**config.mk**
```make
export PLATFORM = sky130hd
export DESIGN_NAME = servo_link_frame_builder
export DESIGN_NICKNAME = d
export VERILOG_FILES = /design/src/rtl/slfb_pkg.sv /design/src/rtl/slfb_byte_sel.sv /design/src/rtl/servo_link_frame_builder.sv
export SDC_FILE = /design/constraint.sdc
export NUM_CORES = 1
export LEC_CHECK = 0
export BUFFER_PORTS_ARGS = -buffer_cell sky130_fd_sc_hd__buf_2
export CAP_MARGIN = 5
export CORE_MARGIN = 2
export CORE_UTILIZATION = 35
export CTS_CLUSTER_DIAMETER = 80
export CTS_CLUSTER_SIZE = 30
export DETAILED_ROUTE_END_ITERATION = 10
export SETUP_SLACK_MARGIN = 0.02
export SLEW_MARGIN = 20
export SYNTH_ARGS = -nofsm -noshare
export SYNTH_HDL_FRONTEND = slang
export SYNTH_SLANG_ARGS = --single-unit
```
**constraint.sdc**
```tcl
create_clock -name i_clk -period 5.1 [get_ports i_clk]
set_input_delay 0.255 -clock i_clk [delete_from_list [all_inputs] [get_ports i_clk]]
set_output_delay 0.255 -clock i_clk [all_outputs]
set_load 0.05 [all_outputs]
```
**src/rtl/slfb_pkg.sv**
```systemverilog
package slfb_pkg;

    // Request kinds
    typedef enum logic [1:0] {
        CMD_READ = 2'd0,
        CMD_WR4  = 2'd1,
        CMD_WR8  = 2'd2,
        CMD_NONE = 2'd3
    } t_cmd;

    localparam int IDX_W  = 5;   // frame position, up to 17
    localparam int NDIG_W = 4;   // data digit count: 0, 4 or 8

    localparam logic [7:0] SOH_BYTE    = 8'h01;
    localparam logic [7:0] STX_BYTE    = 8'h02;
    localparam logic [7:0] ETX_BYTE    = 8'h03;
    localparam logic [7:0] DIGIT_BASE  = 8'h30;
    localparam logic [7:0] LETTER_BASE = 8'h41;

    localparam logic [NDIG_W-1:0] NDIG_RD  = 4'd0;
    localparam logic [NDIG_W-1:0] NDIG_WR4 = 4'd4;
    localparam logic [NDIG_W-1:0] NDIG_WR8 = 4'd8;

    // Fixed positions in the frame
    localparam logic [IDX_W-1:0] POS_SOH     = 5'd0;
    localparam logic [IDX_W-1:0] POS_STATION = 5'd1;
    localparam logic [IDX_W-1:0] POS_CODE_HI = 5'd2;
    localparam logic [IDX_W-1:0] POS_CODE_LO = 5'd3;
    localparam logic [IDX_W-1:0] POS_STX     = 5'd4;
    localparam logic [IDX_W-1:0] POS_DNUM_HI = 5'd5;
    localparam logic [IDX_W-1:0] POS_DNUM_LO = 5'd6;
    localparam logic [IDX_W-1:0] POS_DATA    = 5'd7;

    // Position and frame shape handed to the byte selector
    typedef struct packed {
        logic [IDX_W-1:0]  idx;
        logic [NDIG_W-1:0] ndig;
    } t_frame_ctl;

    // What the selector says about the current byte
    typedef struct packed {
        logic counted;   // goes into the checksum
        logic is_data;   // a data digit: advance the data shifter
        logic last;      // final checksum digit
    } t_byte_info;

    function automatic logic [7:0] hex_digit(input logic [3:0] nib);
        logic [7:0] ext;
        ext = {4'h0, nib};
        if (nib < 4'd10) begin
            hex_digit = DIGIT_BASE + ext;
        end else begin
            hex_digit = LETTER_BASE + ext - 8'd10;
        end
    endfunction

endpackage

```
**src/rtl/slfb_byte_sel.sv**
```systemverilog
module slfb_byte_sel (
    input  slfb_pkg::t_frame_ctl i_ctl,
    input  logic [3:0]           i_station,
    input  logic [7:0]           i_command_code,
    input  logic [7:0]           i_data_number,
    input  logic [3:0]           i_data_nibble,
    input  logic [7:0]           i_sum,
    output logic [7:0]           o_byte,
    output slfb_pkg::t_byte_info o_info
);
    import slfb_pkg::*;

    logic [IDX_W-1:0] pos_etx;
    logic [IDX_W-1:0] pos_cs_hi;
    logic [IDX_W-1:0] pos_cs_lo;

    assign pos_etx   = POS_DATA + {1'b0, i_ctl.ndig};
    assign pos_cs_hi = pos_etx + 5'd1;
    assign pos_cs_lo = pos_etx + 5'd2;

    always_comb begin
        o_byte         = ETX_BYTE;
        o_info.counted = 1'b0;
        o_info.is_data = 1'b0;
        o_info.last    = 1'b0;
        case (i_ctl.idx)
            POS_SOH:     o_byte = SOH_BYTE;
            POS_STATION: o_byte = hex_digit(i_station);
            POS_CODE_HI: o_byte = hex_digit(i_command_code[7:4]);
            POS_CODE_LO: o_byte = hex_digit(i_command_code[3:0]);
            POS_STX:     o_byte = STX_BYTE;
            POS_DNUM_HI: o_byte = hex_digit(i_data_number[7:4]);
            POS_DNUM_LO: o_byte = hex_digit(i_data_number[3:0]);
            default: begin
                if (i_ctl.idx < pos_etx) begin
                    o_byte         = hex_digit(i_data_nibble);
                    o_info.is_data = 1'b1;
                end else if (i_ctl.idx == pos_etx) begin
                    o_byte = ETX_BYTE;
                end else if (i_ctl.idx == pos_cs_hi) begin
                    o_byte = hex_digit(i_sum[7:4]);
                end else begin
                    o_byte = hex_digit(i_sum[3:0]);
                end
            end
        endcase
        // everything from the station digit through ETX is summed
        if (i_ctl.idx != POS_SOH && i_ctl.idx <= pos_etx) begin
            o_info.counted = 1'b1;
        end
        if (i_ctl.idx == pos_cs_lo) begin
            o_info.last = 1'b1;
        end
    end

endmodule

```
**src/rtl/servo_link_frame_builder.sv**
```systemverilog
// Serial command frame builder: ASCII hex fields with an 8-bit sum check.
//
// Request side: a transaction is taken on a rising edge with start high
// and busy low. i_cmd picks a read frame (10 bytes), a 4-digit write
// (14 bytes) or an 8-digit write (18 bytes); the unused code is taken
// and dropped with no output.
// Result side: one frame byte per cycle on o_frame_byte, flagged by
// o_strobe for exactly one cycle each; o_last_byte marks the second
// checksum digit. The receiver has no way to stall, so bytes stream out
// back to back.
// The SOH byte reaches the result ports through the request register,
// then the result register, once the request is taken.
// Throughput: one byte per cycle; a request sends 10, 14 or 18 bytes,
// as i_cmd picks. busy drops while the final checksum
// digit sits in the request register, so a request waiting on start is
// taken then and its SOH follows the last checksum digit with no gap.
// Reset (synchronous, active low) drops any frame in flight and clears
// the strobe; the block then idles with busy low.
module servo_link_frame_builder (
    input  logic        i_clk,
    input  logic        i_rst_n,
    input  logic        start,
    output logic        busy,
    input  logic [1:0]  i_cmd,
    input  logic [3:0]  i_station,
    input  logic [7:0]  i_command_code,
    input  logic [7:0]  i_data_number,
    input  logic [31:0] i_data_value,
    output logic        o_strobe,
    output logic [7:0]  o_frame_byte,
    output logic        o_last_byte
);
    import slfb_pkg::*;

    // Request register
    logic              r_active;
    logic [IDX_W-1:0]  r_idx;
    logic [NDIG_W-1:0] r_ndig;
    logic [3:0]        r_station;
    logic [7:0]        r_code;
    logic [7:0]        r_dnum;
    logic [31:0]       r_data;     // data digits, next one in the top nibble
    logic [7:0]        r_sum;      // running checksum

    // Result register
    logic              r_strobe;
    logic [7:0]        r_byte;
    logic              r_last;

    logic              n_active;
    logic [IDX_W-1:0]  n_idx;
    logic [NDIG_W-1:0] n_ndig;
    logic [31:0]       n_data;
    logic [7:0]        n_sum;

    t_frame_ctl ctl;
    t_byte_info info;
    logic [7:0] cur_byte;
    logic       take;
    t_cmd       req_cmd;

    assign ctl.idx  = r_idx;
    assign ctl.ndig = r_ndig;

    slfb_byte_sel u_sel (
        .i_ctl          (ctl),
        .i_station      (r_station),
        .i_command_code (r_code),
        .i_data_number  (r_dnum),
        .i_data_nibble  (r_data[31:28]),
        .i_sum          (r_sum),
        .o_byte         (cur_byte),
        .o_info         (info)
    );

    // free during the last byte so the next frame follows without a gap
    assign busy    = r_active && !info.last;
    assign take    = start && !busy;
    assign req_cmd = t_cmd'(i_cmd);

    always_comb begin
        n_active = r_active;
        n_idx    = r_idx;
        n_ndig   = r_ndig;
        n_data   = r_data;
        n_sum    = r_sum;
        if (r_active) begin
            n_idx = r_idx + 5'd1;
            if (info.counted) begin
                n_sum = r_sum + cur_byte;
            end
            if (info.is_data) begin
                n_data = {r_data[27:0], 4'h0};
            end
            if (info.last) begin
                n_active = 1'b0;
            end
        end
        if (take) begin
            n_idx    = POS_SOH;
            n_sum    = 8'h00;
            n_active = 1'b1;
            case (req_cmd)
                CMD_READ: begin
                    n_ndig = NDIG_RD;
                    n_data = i_data_value;
                end
                CMD_WR4: begin
                    n_ndig = NDIG_WR4;
                    n_data = {i_data_value[15:0], 16'h0000};
                end
                CMD_WR8: begin
                    n_ndig = NDIG_WR8;
                    n_data = i_data_value;
                end
                default: begin
                    // unused code: taken, nothing sent
                    n_ndig   = NDIG_RD;
                    n_data   = i_data_value;
                    n_active = 1'b0;
                end
            endcase
        end
    end

    always_ff @(posedge i_clk) begin
        if (!i_rst_n) begin
            r_active <= 1'b0;
            r_strobe <= 1'b0;
            r_last   <= 1'b0;
        end else begin
            r_active <= n_active;
            r_strobe <= r_active;
            r_last   <= r_active && info.last;
        end
    end

    always_ff @(posedge i_clk) begin
        r_idx  <= n_idx;
        r_ndig <= n_ndig;
        r_data <= n_data;
        r_sum  <= n_sum;
        r_byte <= cur_byte;
        if (take) begin
            r_station <= i_station;
            r_code    <= i_command_code;
            r_dnum    <= i_data_number;
        end
    end

    assign o_strobe     = r_strobe;
    assign o_frame_byte = r_byte;
    assign o_last_byte  = r_last;

`ifndef SYNTH
    // last-byte flag only ever rides on a strobed byte
    a_last_strobed: assert property (@(posedge i_clk) disable iff (!i_rst_n)
        o_last_byte |-> o_strobe)
        else $error("last flag without strobe");

    // a taken request with a real command puts SOH out through the request and result registers
    a_soh_first: assert property (@(posedge i_clk) disable iff (!i_rst_n)
        (take && i_cmd != CMD_NONE) |=> ##1 (o_strobe && o_frame_byte == SOH_BYTE))
        else $error("frame did not open with SOH");

    // bytes of one frame are contiguous until the last one
    a_no_gap: assert property (@(posedge i_clk) disable iff (!i_rst_n)
        (o_strobe && !o_last_byte) |=> o_strobe)
        else $error("gap inside a frame");

    // frame never runs past the long-write length
    a_idx_bound: assert property (@(posedge i_clk) disable iff (!i_rst_n)
        r_active |-> (r_idx <= (POS_DATA + 5'd10)))
        else $error("frame position out of range");
`endif

endmodule
```
* After elaboration in Yosys (flattened, before gate mapping)
Cells that the tools add are included.
Operators by class: $add $sub $neg 29, $lt $le $gt $ge 10, equality and inequality tests 11, mux-type cells 25, reduce and logical (&&, ||, !) cells 15
Operators by type and width (count):
- two-way mux 32 bit | 4
- two-way mux 8 bit | 11
- adder 7 x 4 -> 8 bit, first input constant | 8
- subtractor 8 x 4 -> 8 bit, second input constant | 8
- adder 6 x 4 -> 7 bit, first input constant | 8
- case mux 8 bit (7 select lines) | 1
- less-than comparator 4 bit, second input constant | 8
- equality test 5 x 3 -> 1 bit, second input constant | 3
- equality test 5 bit | 3
- adder 5 x 1 -> 5 bit, second input constant | 2
- equality test 5 x 2 -> 1 bit, second input constant | 2
- adder 8 bit | 1
- two-way mux 1 bit | 8
- case mux 4 bit (2 select lines) | 1
- OR reduction 7 bit | 1
- adder 3 x 4 -> 5 bit, first input constant | 1
- adder 5 x 2 -> 5 bit, second input constant | 1
- equality test 5 x 1 -> 1 bit, second input constant | 1
- <= comparator 5 bit | 1
- zero test 5 bit | 1
- less-than comparator 5 bit | 1
- nonzero test 5 bit | 1
- logical AND 1 bit | 4
- AND reduction 2 bit | 2
- 6 further kinds | 8
Word-level totals: register bits 80, input bits 57, output and inout port bits 11, logic and storage cells 101

* Logic depth before layout (Yosys ltp)
Gate-level depths: netlist of run 1.
depth in word-level cells 10, gate-level depth with buffers 15, gate-level depth less buffers 15

* Modules after synthesis
A second synthesis of run 1 with hierarchy kept.
Second synthesis, totals: cells, all modules 508, area, all modules 4749.6 um2
Modules (own cells, without submodules):
- servo_link_frame_builder | instances 1, cells each 266, area each 3198.1 um2
- slfb_byte_sel | instances 1, cells each 242, area each 1551.5 um2

* Least setup slack after synthesis of run 1
Ideal clock, no wire load.
path type reg-to-reg, start point register r_ndig[3], end point register r_sum[6], library setup time 0.122 ns, data arrival time 3.291 ns, data required time 4.978 ns, path slack 1.687 ns, stages on the path, launching flop included 16, buffers on the path 0, clock period less this slack 3.413 ns, path through edfxtp_1 -> ha_1 -> inv_1 -> ha_1 -> o21ai_0 -> a22oi_1 -> nand2_1 -> o221ai_1 -> nand2_1 -> ha_1 -> fa_1 -> a211oi_1 -> nor2_1 -> mux2_2 -> o21ai_0 -> a21oi_1
On the way: longest elaborated chain between the ends 8, elaborated cells on any way between the ends 21
Ends and longest elaborated chain:
- from (decl) | RTL line servo_link_frame_builder.sv:38 | logic [NDIG_W-1:0] r_ndig;
- from (signal assigned) | RTL line servo_link_frame_builder.sv:140 | r_ndig <= n_ndig;
- adder 3 x 4 -> 5 bit * | RTL line slfb_byte_sel.sv:17 | assign pos_etx = POS_DATA + {1'b0, i_ctl.ndig};
- adder 5 x 1 -> 5 bit | RTL line slfb_byte_sel.sv:18 | assign pos_cs_hi = pos_etx + 5'd1;
- equality test 5 bit | RTL line slfb_byte_sel.sv:40 | end else if (i_ctl.idx == pos_cs_hi) begin
- two-way mux 8 bit | RTL line slfb_byte_sel.sv:40
- two-way mux 8 bit | RTL line slfb_byte_sel.sv:38 | end else if (i_ctl.idx == pos_etx) begin
- two-way mux 8 bit * | RTL line slfb_byte_sel.sv:35 | if (i_ctl.idx < pos_etx) begin
- case mux 8 bit (7 select lines) * | RTL line slfb_byte_sel.sv:26 | case (i_ctl.idx)
- net cur_byte[0] | RTL line servo_link_frame_builder.sv:58 | logic [7:0] cur_byte;
- adder 8 bit * | RTL line servo_link_frame_builder.sv:90 | n_sum = r_sum + cur_byte;
- to (signal assigned) | RTL line servo_link_frame_builder.sv:142 | r_sum <= n_sum;
- to (decl) | RTL line servo_link_frame_builder.sv:43 | logic [7:0] r_sum;
Mark *: on every way through the listed nets, which the timed path passes. The rest lies on a longest branch. A chain may end at the register's enable or synchronous reset.

* Worst setup path in the final report of run 1
Same ends and word-level chain as after synthesis.

==> results of run 1 <==
-- cells in the mapped netlist (all sizes together), types with 7 or more instances --
master | instances | area share, %
inv | 31 | 2.6
nor2 | 20 | 1.7
xor2 | 7 | 1.4
nor2b | 13 | 1.8
xnor2 | 10 | 1.9
nand3 | 10 | 1.1
a211oi | 10 | 1.7
o21ai | 44 | 5.2
ha | 26 | 7.2
mux2i | 24 | 5.3
a21oi | 22 | 2.5
nand2 | 63 | 5.2
nand3b | 12 | 2.0
edfxtp | 54 | 36
buf | 11 | 1.3
dfxtp | 23 | 10
-- cell usage in the layout, fill, tap and decap left out, drive strengths merged, types with 2 or more instances in the layout --
cell	n
a21o	3
mux2	2
nand3	10
nor3b	5
clkbuf	9
a211oi	10
o22ai	6
nor2b	13
and4b	2
o21ai	44
a21oi	22
nor2	20
ha	26
edfxtp	54
nor4b	2
a22oi	3
nand2b	2
buf	71
inv	35
xor2	7
dfxtp	23
o211ai	3
mux2i	24
o21bai	2
nand3b	12
nand2	63
nor3	4
clkinv	2
nor4	3
xnor2	10
and2	3
and3	2
o21a	3
o2111ai	2
nand4	6
-- final cells by class --
class	instances	area, um^2	share of cell area (%)
repair buffers	71	368	6.92
inverters	31	116	2.19
flip-flops and latches	77	2080	39.2
clock inverters	7	55.1	1.04
clock buffers	9	225	4.24
multi-input cells	334	2260	42.4
well taps	172	215	4.05
-- state kept, by name, indices dropped and copies added (netlist names), 2 cells and up --
| name | flops |
|---|---|
| o_frame_byte | 7 |
| r_station | 4 |
| r_ndig | 2 |
| r_data | 32 |
| r_dnum | 8 |
| r_idx | 5 |
| r_code | 8 |
| r_sum | 8 |
-- power by group through the flow --
stage               Combinational, W  Clock (W)  Sequential (W)
floorplan                   0.000357          0        0.000931
finish                      0.000595   0.000612        0.000844
detailed placement          0.000593          0        0.000858
CTS                         0.000597   0.000631        0.000846
global placement            0.000582          0        0.000854
global route                0.000663   0.000656        0.000857
-- worst max-delay path by stage --
| stage | start | end | slack (ns) |
|---|---|---|---|
| floorplan | r_ndig[3]$_SDFFCE_PN0P_ | r_sum[6]$_SDFFE_PP0P_ | 1.69 |
| global placement | r_ndig[3]$_SDFFCE_PN0P_ | r_sum[6]$_SDFFE_PP0P_ | 1.39 |
| detailed placement | r_ndig[3]$_SDFFCE_PN0P_ | r_sum[6]$_SDFFE_PP0P_ | 1.25 |
| CTS | r_ndig[3]$_SDFFCE_PN0P_ | r_sum[6]$_SDFFE_PP0P_ | 1.21 |
| global route | r_ndig[3]$_SDFFCE_PN0P_ | r_sum[6]$_SDFFE_PP0P_ | 0.91 |
| finish | r_ndig[3]$_SDFFCE_PN0P_ | r_sum[6]$_SDFFE_PP0P_ | 1.19 |
-- cell families (layout without fill, tap and decap cells) --
group	after synthesis	count (layout)
other cells	1	1
fa+ha+maj	27	27
simple gates	153	153
buf+inv	48	118
mux	26	26
flops	77	77
compound gates	110	110
xor+xnor	17	17
-- per-layer routing --
metal	track usage [%]	part of all wire, %	vias to the layer above
met3	3.68	5.0	12
met2	24.2	46	91
met5	0	0	-
li1	-	-	1801
met1	20.0	48	1690
met4	6.48	1.8	0
-- through the flow --
step	util (%)	cell area (um^2)	setup slack [ns]
floorplan	-	4530	1.69
global placement	39.9	5040	1.39
detailed placement	39.9	5040	1.25
CTS	42.1	5320	1.21
global route	42.1	5320	0.913
finish	42.1	5320	1.19
-- worst max-delay path: stages, from the launching register on --
cell and delay, ns:
edfxtp_1 0.45, ha_1 0.32, inv_1 0.04, ha_1 0.28
o21ai_0 0.12, a22oi_1 0.45, nand2_1 0.24, o221ai_1 0.25
nand2_1 0.11, ha_1 0.22, fa_1 0.42, a211oi_1 0.25
nor2_1 0.10, mux2_2 0.27, o21ai_0 0.15, a21oi_1 0.08
==> results.py, run 1 <==
metrics = {
    "timing": {
        "slew_headroom_pct": 39.1,
        "setup_viol": 0,
        "period_minus_slack_ns": 3.91,
        "finClkSkew_ns": 0.0134,
        "fin_setup_tns_ns": 0,
        "worst_pin_slew_ns": 0.913,
        "hold_violations": 0,
        "timing.fmax_mhz": 256,
        "rsz0062_at_grt": "false",
        "hold_slack_ns": 0.0788,
        "fin_crit_sh_pct": 76.7,
        "drv_slew": 0,
    },
    "synthesis": {
        "synthFlopType": "edfxtp_1",
        "synth.avg_cell_area_um2": 9.88,
        "synthMuxAreaShare_pct": 5.79,
        "syn-instance-count": 459,
        "synth_top_family_by_area": "simple AND/OR/NAND/NOR gates",
        "ys_seq_elements": 77,
        "ys_types": 60,
        "synth_compound_area_share_pct": 15.3,
        "yosysWarningCount": 0,
        "synthXorXnorAreaFrac_pct": 3.28,
        "synthArstFlopShare_pct": 0,
        "syn_area_mm2": 0.00453,
        "yosys.area_share.adder_pct": 7.62,
        "synth_seq_area_share_pct": 45.9,
        "yosys.area_share.simple_pct": 17.6,
        "synth_enable_flop_cells": 54,
        "synth_fp_nets": 543,
    },
    "run": {
        "cap_violations": 0,
    },
    "detailed_routing": {
        "num_vias": 3594,
        "ant_nets": 0,
        "post_drt_wl_per_cell_um": 14.4,
        "routed_via_density": 5.13,
        "first_iter_violations": 236,
        "dr.pass1.iters": 5,
        "drc": 0,
        "wl_um": 10100,
    },
    "setup_path": {
        "cp-end-kind": "flip-flop",
        "worst_r2r_endpoint": "r_sum[6]$_SDFFE_PP0P_",
        "startpoint_type": "flip-flop",
        "path_class": "reg -> reg",
        "cp.arrival_ns": 4.10,
        "r2r_slack_ns": 1.19,
        "crit_required_ns": 5.29,
        "worstPathMaxFanout": 7,
        "rr_worst_depth": 15,
        "reg2reg_from": "r_ndig[3]$_SDFFCE_PN0P_",
    },
    "min_path": {
        "min_to": "r_dnum[6]$_DFFE_PP_",
        "holdPathStages": 1,
        "hold_class": "in -> reg",
        "hp-start": "i_data_number[6]",
    },
    "power_and_ir_drop": {
        "p_sw_w": 0.000720,
        "ir_drop_v": 0.000202,
        "internal_power_w": 0.00133,
        "pwr-share-seq_pct": 41.1,
        "cellPowerDensity_mw_per_mm2": 386,
        "power.total_w": 0.00205,
        "power.share.clock_pct": 29.8,
        "total_leakage_power_nw": 2.15,
        "p_sw_share_pct": 35.1,
        "combPwrFrac_pct": 29.0,
    },
    "grt": {
        "antenna_found_initial": 0,
        "grt_usage_pct": 15.3,
        "grt_max_degree": 47,
        "grt_pass1_wl_um": 17000,
        "grt_pass1_vias": 3510,
        "gr-total-overflow": 0,
    },
    "clock_network": {
        "cts_setup_buffers": 0,
        "clk_latency_ns": 0.35,
        "cts-buffers-inserted": 9,
        "cts_max_level": 3,
        "clkSinkCount": 77,
        "cts_resized": 0,
        "cts_hold_buf": 0,
        "cts_tree": "yes",
        "clk_pin_slew_worst_paths_ns": 0.06,
        "clockBufferDepth": 2,
        "cts_root_buf": "clkbuf_16",
    },
    "status": {
        "outcome": "finished, final reports clean",
    },
    "die": {
        "die_h_um": 118,
        "fp.dieW_um": 118,
        "boundaryPins": 68,
        "initial_utilization_pct": 35.9,
        "die_area_mm2": 0.0139,
        "core_mm2": 0.0126,
        "row_count": 41,
    },
    "cells_and_area": {
        "finalNetCount": 608,
        "fill_cells": 1256,
        "area_growth_pct": 17.3,
        "drive_gt1_share_pct": 18.0,
        "finalNonFillerCells": 701,
        "diodes": 0,
    },
    "placed_design": {
        "place.gp.congestion": 0.931,
        "hpwl_um": 7250,
        "port_buffers": 66,
        "dp.cells": 685,
    },
}
No activity file was read; power rests on OpenSTA's default activity.
==> inputs of run 2 (changes only) <==
Settings changed: ABC_AREA set to 1.
Clock period 5.1 ns to 3.4 ns, I/O delays scaled along.
==> results.py, run 2 <==
metrics = {
    "clock_network": {
        "cts_tree": "yes",
        "clkSinkCount": 77,
        "clk_pin_slew_worst_paths_ns": 0.06,
        "cts_root_buf": "clkbuf_16",
        "clk_latency_ns": 0.35,
        "cts-buffers-inserted": 9,
        "clockBufferDepth": 2,
        "cts_max_level": 3,
    },
    "die": {
        "initial_utilization_pct": 35.5,
        "row_count": 42,
        "core_mm2": 0.0131,
        "boundaryPins": 68,
        "die_h_um": 119,
        "fp.dieW_um": 119,
        "die_area_mm2": 0.0143,
    },
    "power_and_ir_drop": {
        "cellPowerDensity_mw_per_mm2": 537,
        "internal_power_w": 0.00205,
        "power.share.clock_pct": 34.6,
        "p_sw_w": 0.000997,
        "ir_drop_v": 0.000338,
        "power.total_w": 0.00305,
        "combPwrFrac_pct": 25.6,
        "p_sw_share_pct": 32.7,
        "pwr-share-seq_pct": 39.9,
        "total_leakage_power_nw": 2.71,
    },
    "timing": {
        "layout_setup_ws_ns": 0.309,
        "drv_slew": 0,
        "fin_setup_tns_ns": 0,
        "timing.fmax_mhz": 324,
        "setup_viol": 0,
        "worst_pin_slew_ns": 0.917,
        "hold_violations": 0,
        "rsz0062_at_grt": "false",
        "period_minus_slack_ns": 3.09,
        "finClkSkew_ns": 0.0116,
        "slew_headroom_pct": 38.8,
        "fin_crit_sh_pct": 90.9,
    },
    "run": {
        "cap_violations": 0,
    },
    "grt": {
        "antenna_found_initial": 0,
        "grt_pass1_wl_um": 18100,
        "grt_usage_pct": 16.0,
        "gr-total-overflow": 0,
        "grt_max_degree": 60,
        "grt_pass1_vias": 3817,
    },
    "setup_path": {
        "worstPathMaxFanout": 6,
        "cp-end-kind": "flip-flop",
        "critPathSlowestCell": "fa_1",
        "r2r_slack_ns": 0.31,
        "path_buf_inv": 2,
        "cp_top_family": "adder cells",
        "crit_required_ns": 3.62,
        "startpoint_type": "flip-flop",
        "crit_chain": "ha_1 -> inv_1 -> ha_1 -> nand2_1 -> nor2_1 -> nand2_1 -> nand2_2 -> nand2_1 -> inv_2 -> nand3_1 -> nand2_1 -> a21oi_1 -> ha_1 -> fa_1 -> nand3_1 -> nand2_1 -> xor2_1 -> o21ai_0 -> a21oi_1",
        "crit_top_cell": "nand2_1",
        "worst_r2r_endpoint": "r_sum[4]$_SDFFE_PP0P_",
        "reg2reg_from": "r_ndig[2]$_SDFFCE_PN0P_",
        "rr_worst_depth": 19,
        "critical-path-max-stage-delay_ns": 0.43,
        "path_class": "reg -> reg",
        "cp.arrival_ns": 3.31,
    },
    "synthesis": {
        "synthArstFlopShare_pct": 0,
        "synth_enable_flop_cells": 54,
        "ys_seq_elements": 77,
        "yosysWarningCount": 0,
        "synth_top_area_cell": "edfxtp_1",
        "syn-instance-count": 612,
        "synth_fp_nets": 696,
        "synth.avg_cell_area_um2": 7.63,
        "syn_area_mm2": 0.00467,
        "netlist_top_cells_area": "edfxtp_1 (35%), nand2_1 (14%), dfxtp_1 (9.9%)",
        "yosysTopAreaCellShare_pct": 34.7,
        "ys_types": 30,
        "yosysMostFrequentCell": "nand2_1",
        "synthFlopType": "edfxtp_1",
        "synth_seq_area_share_pct": 44.6,
        "yosys-top-cells-count": "nand2_1 (176), inv_1 (80), nor2_1 (79)",
    },
    "detailed_routing": {
        "first_iter_violations": 250,
        "drc": 0,
        "ant_nets": 0,
        "wl_um": 11100,
        "num_vias": 4174,
        "post_drt_wl_per_cell_um": 12.7,
        "dr.pass1.iters": 5,
        "routed_via_density": 4.76,
    },
    "placed_design": {
        "dp.cells": 841,
        "place.gp.congestion": 0.902,
        "placement.cell_area_mm2": 0.00515,
        "port_buffers": 66,
        "dp_slack_ns": 0.104,
        "hpwl_um": 8080,
    },
    "cells_and_area": {
        "largest_register_ffs": 32,
        "area_growth_pct": 21.6,
        "finalNonFillerCells": 877,
        "final_area_mm2": 0.00568,
        "drive_gt1_share_pct": 14.0,
        "final_cell_mix": "nand2_1 (175), inv_1 (79), nor2_1 (79)",
        "diodes": 0,
        "finalNetCount": 780,
        "final_common_cell": "nand2_1",
        "top_register": "r_data",
    },
    "min_path": {
        "holdPathStages": 1,
        "hold_class": "in -> reg",
        "min_to": "r_station[3]$_DFFE_PP_",
        "hp-start": "i_station[3]",
    },
    "status": {
        "outcome": "finished, final reports clean",
    },
}
run 2: changes by cell type in the layout (fill, tap and decap cells not counted), moves of 19 or more:
cell           change
dlygate4sd3_1     +19
nand2_1          +112
nor2_1            +59
nand3_1           +37
mux2i_1           -24
inv_1             +49
run 2: worst max path at each step:
stage | startpoint | to | slack, ns | depth (start not counted)
6_report | r_ndig[2]$_SDFFCE_PN0P_ | r_sum[4]$_SDFFE_PP0P_ | 0.31 | 19
5_1_grt | r_ndig[2]$_SDFFCE_PN0P_ | r_sum[4]$_SDFFE_PP0P_ | 0.05 | 19
4_1_cts | r_ndig[3]$_SDFFCE_PN0P_ | r_sum[4]$_SDFFE_PP0P_ | 0.1 | 19
3_5_place_dp | r_ndig[3]$_SDFFCE_PN0P_ | r_sum[4]$_SDFFE_PP0P_ | 0.10 | 19
3_3_place_gp | r_ndig[3]$_SDFFCE_PN0P_ | r_sum[4]$_SDFFE_PP0P_ | 0.18 | 19
2_1_floorplan | r_ndig[3]$_SDFFCE_PN0P_ | r_data[0]$_SDFFCE_PP0P_ | 0.14 | 8
run 2: layout make-up:
cell class / instances / area [um^2]
Fill cell: 1345 / 7460
Multi-Input combinational cell: 437 / 2190
Sequential cell: 77 / 2080
Timing Repair Buffer: 90 / 558
Inverter: 81 / 307
Clock buffer: 10 / 229
Tap cell: 176 / 220
Clock inverter: 6 / 93.8
run 2: logic make-up (layout without fill, tap and decap cells):
| family | Yosys count | in the layout | share of synthesized area (%) |
|---|---|---|---|
| buffers and inverters | 98 | 187 | 8.90 |
| adder cells (fa/ha/maj) | 27 | 27 | 7.40 |
| other | 1 | 1 | 0.0803 |
| flip-flops | 77 | 77 | 44.6 |
| AO/OA/AOI/OAI | 83 | 83 | 9.94 |
| AND/OR/NAND/NOR | 320 | 320 | 28.0 |
| XOR/XNOR | 6 | 6 | 1.13 |
run 2: power groups by stage:
stage                     registers [W]  clock network (W)  logic [W]
after floorplan                 0.00132                  0   0.000459
after global placement          0.00124                  0   0.000740
after detailed placement        0.00124                  0   0.000758
after CTS                       0.00122            0.00108   0.000779
after global routing            0.00123            0.00112   0.000873
final                           0.00122            0.00105   0.000779
run 2: what timing repair did:
| item | CTS | global route |
|---|---|---|
| hold buffers | 19 | 0 |
| hold endpoints to repair | 19 | 0 |
| setup buffers | 0 | 1 |
| resized for setup | 0 | 2 |
| setup endpoints to repair | 0 | 6 |
run 2: stage by stage:
step	hold slack [ns]	utilization (%)
after global placement	0.347	39.2
after global routing	0.00710	43.2
after floorplan	0.269	-
after detailed placement	0.348	39.2
after CTS	0.00142	43.1
final	0.0118	43.2
run 2: per-layer routing:
metal,wire (um),vias up,part of all wire [%],track usage (%)
li1,-,2162,-,-
met1,5300,1902,48,21.4
met2,5040,95,45,25.0
met3,546,15,4.9,3.90
met4,225,0,2.0,6.10
met5,0,-,0,0
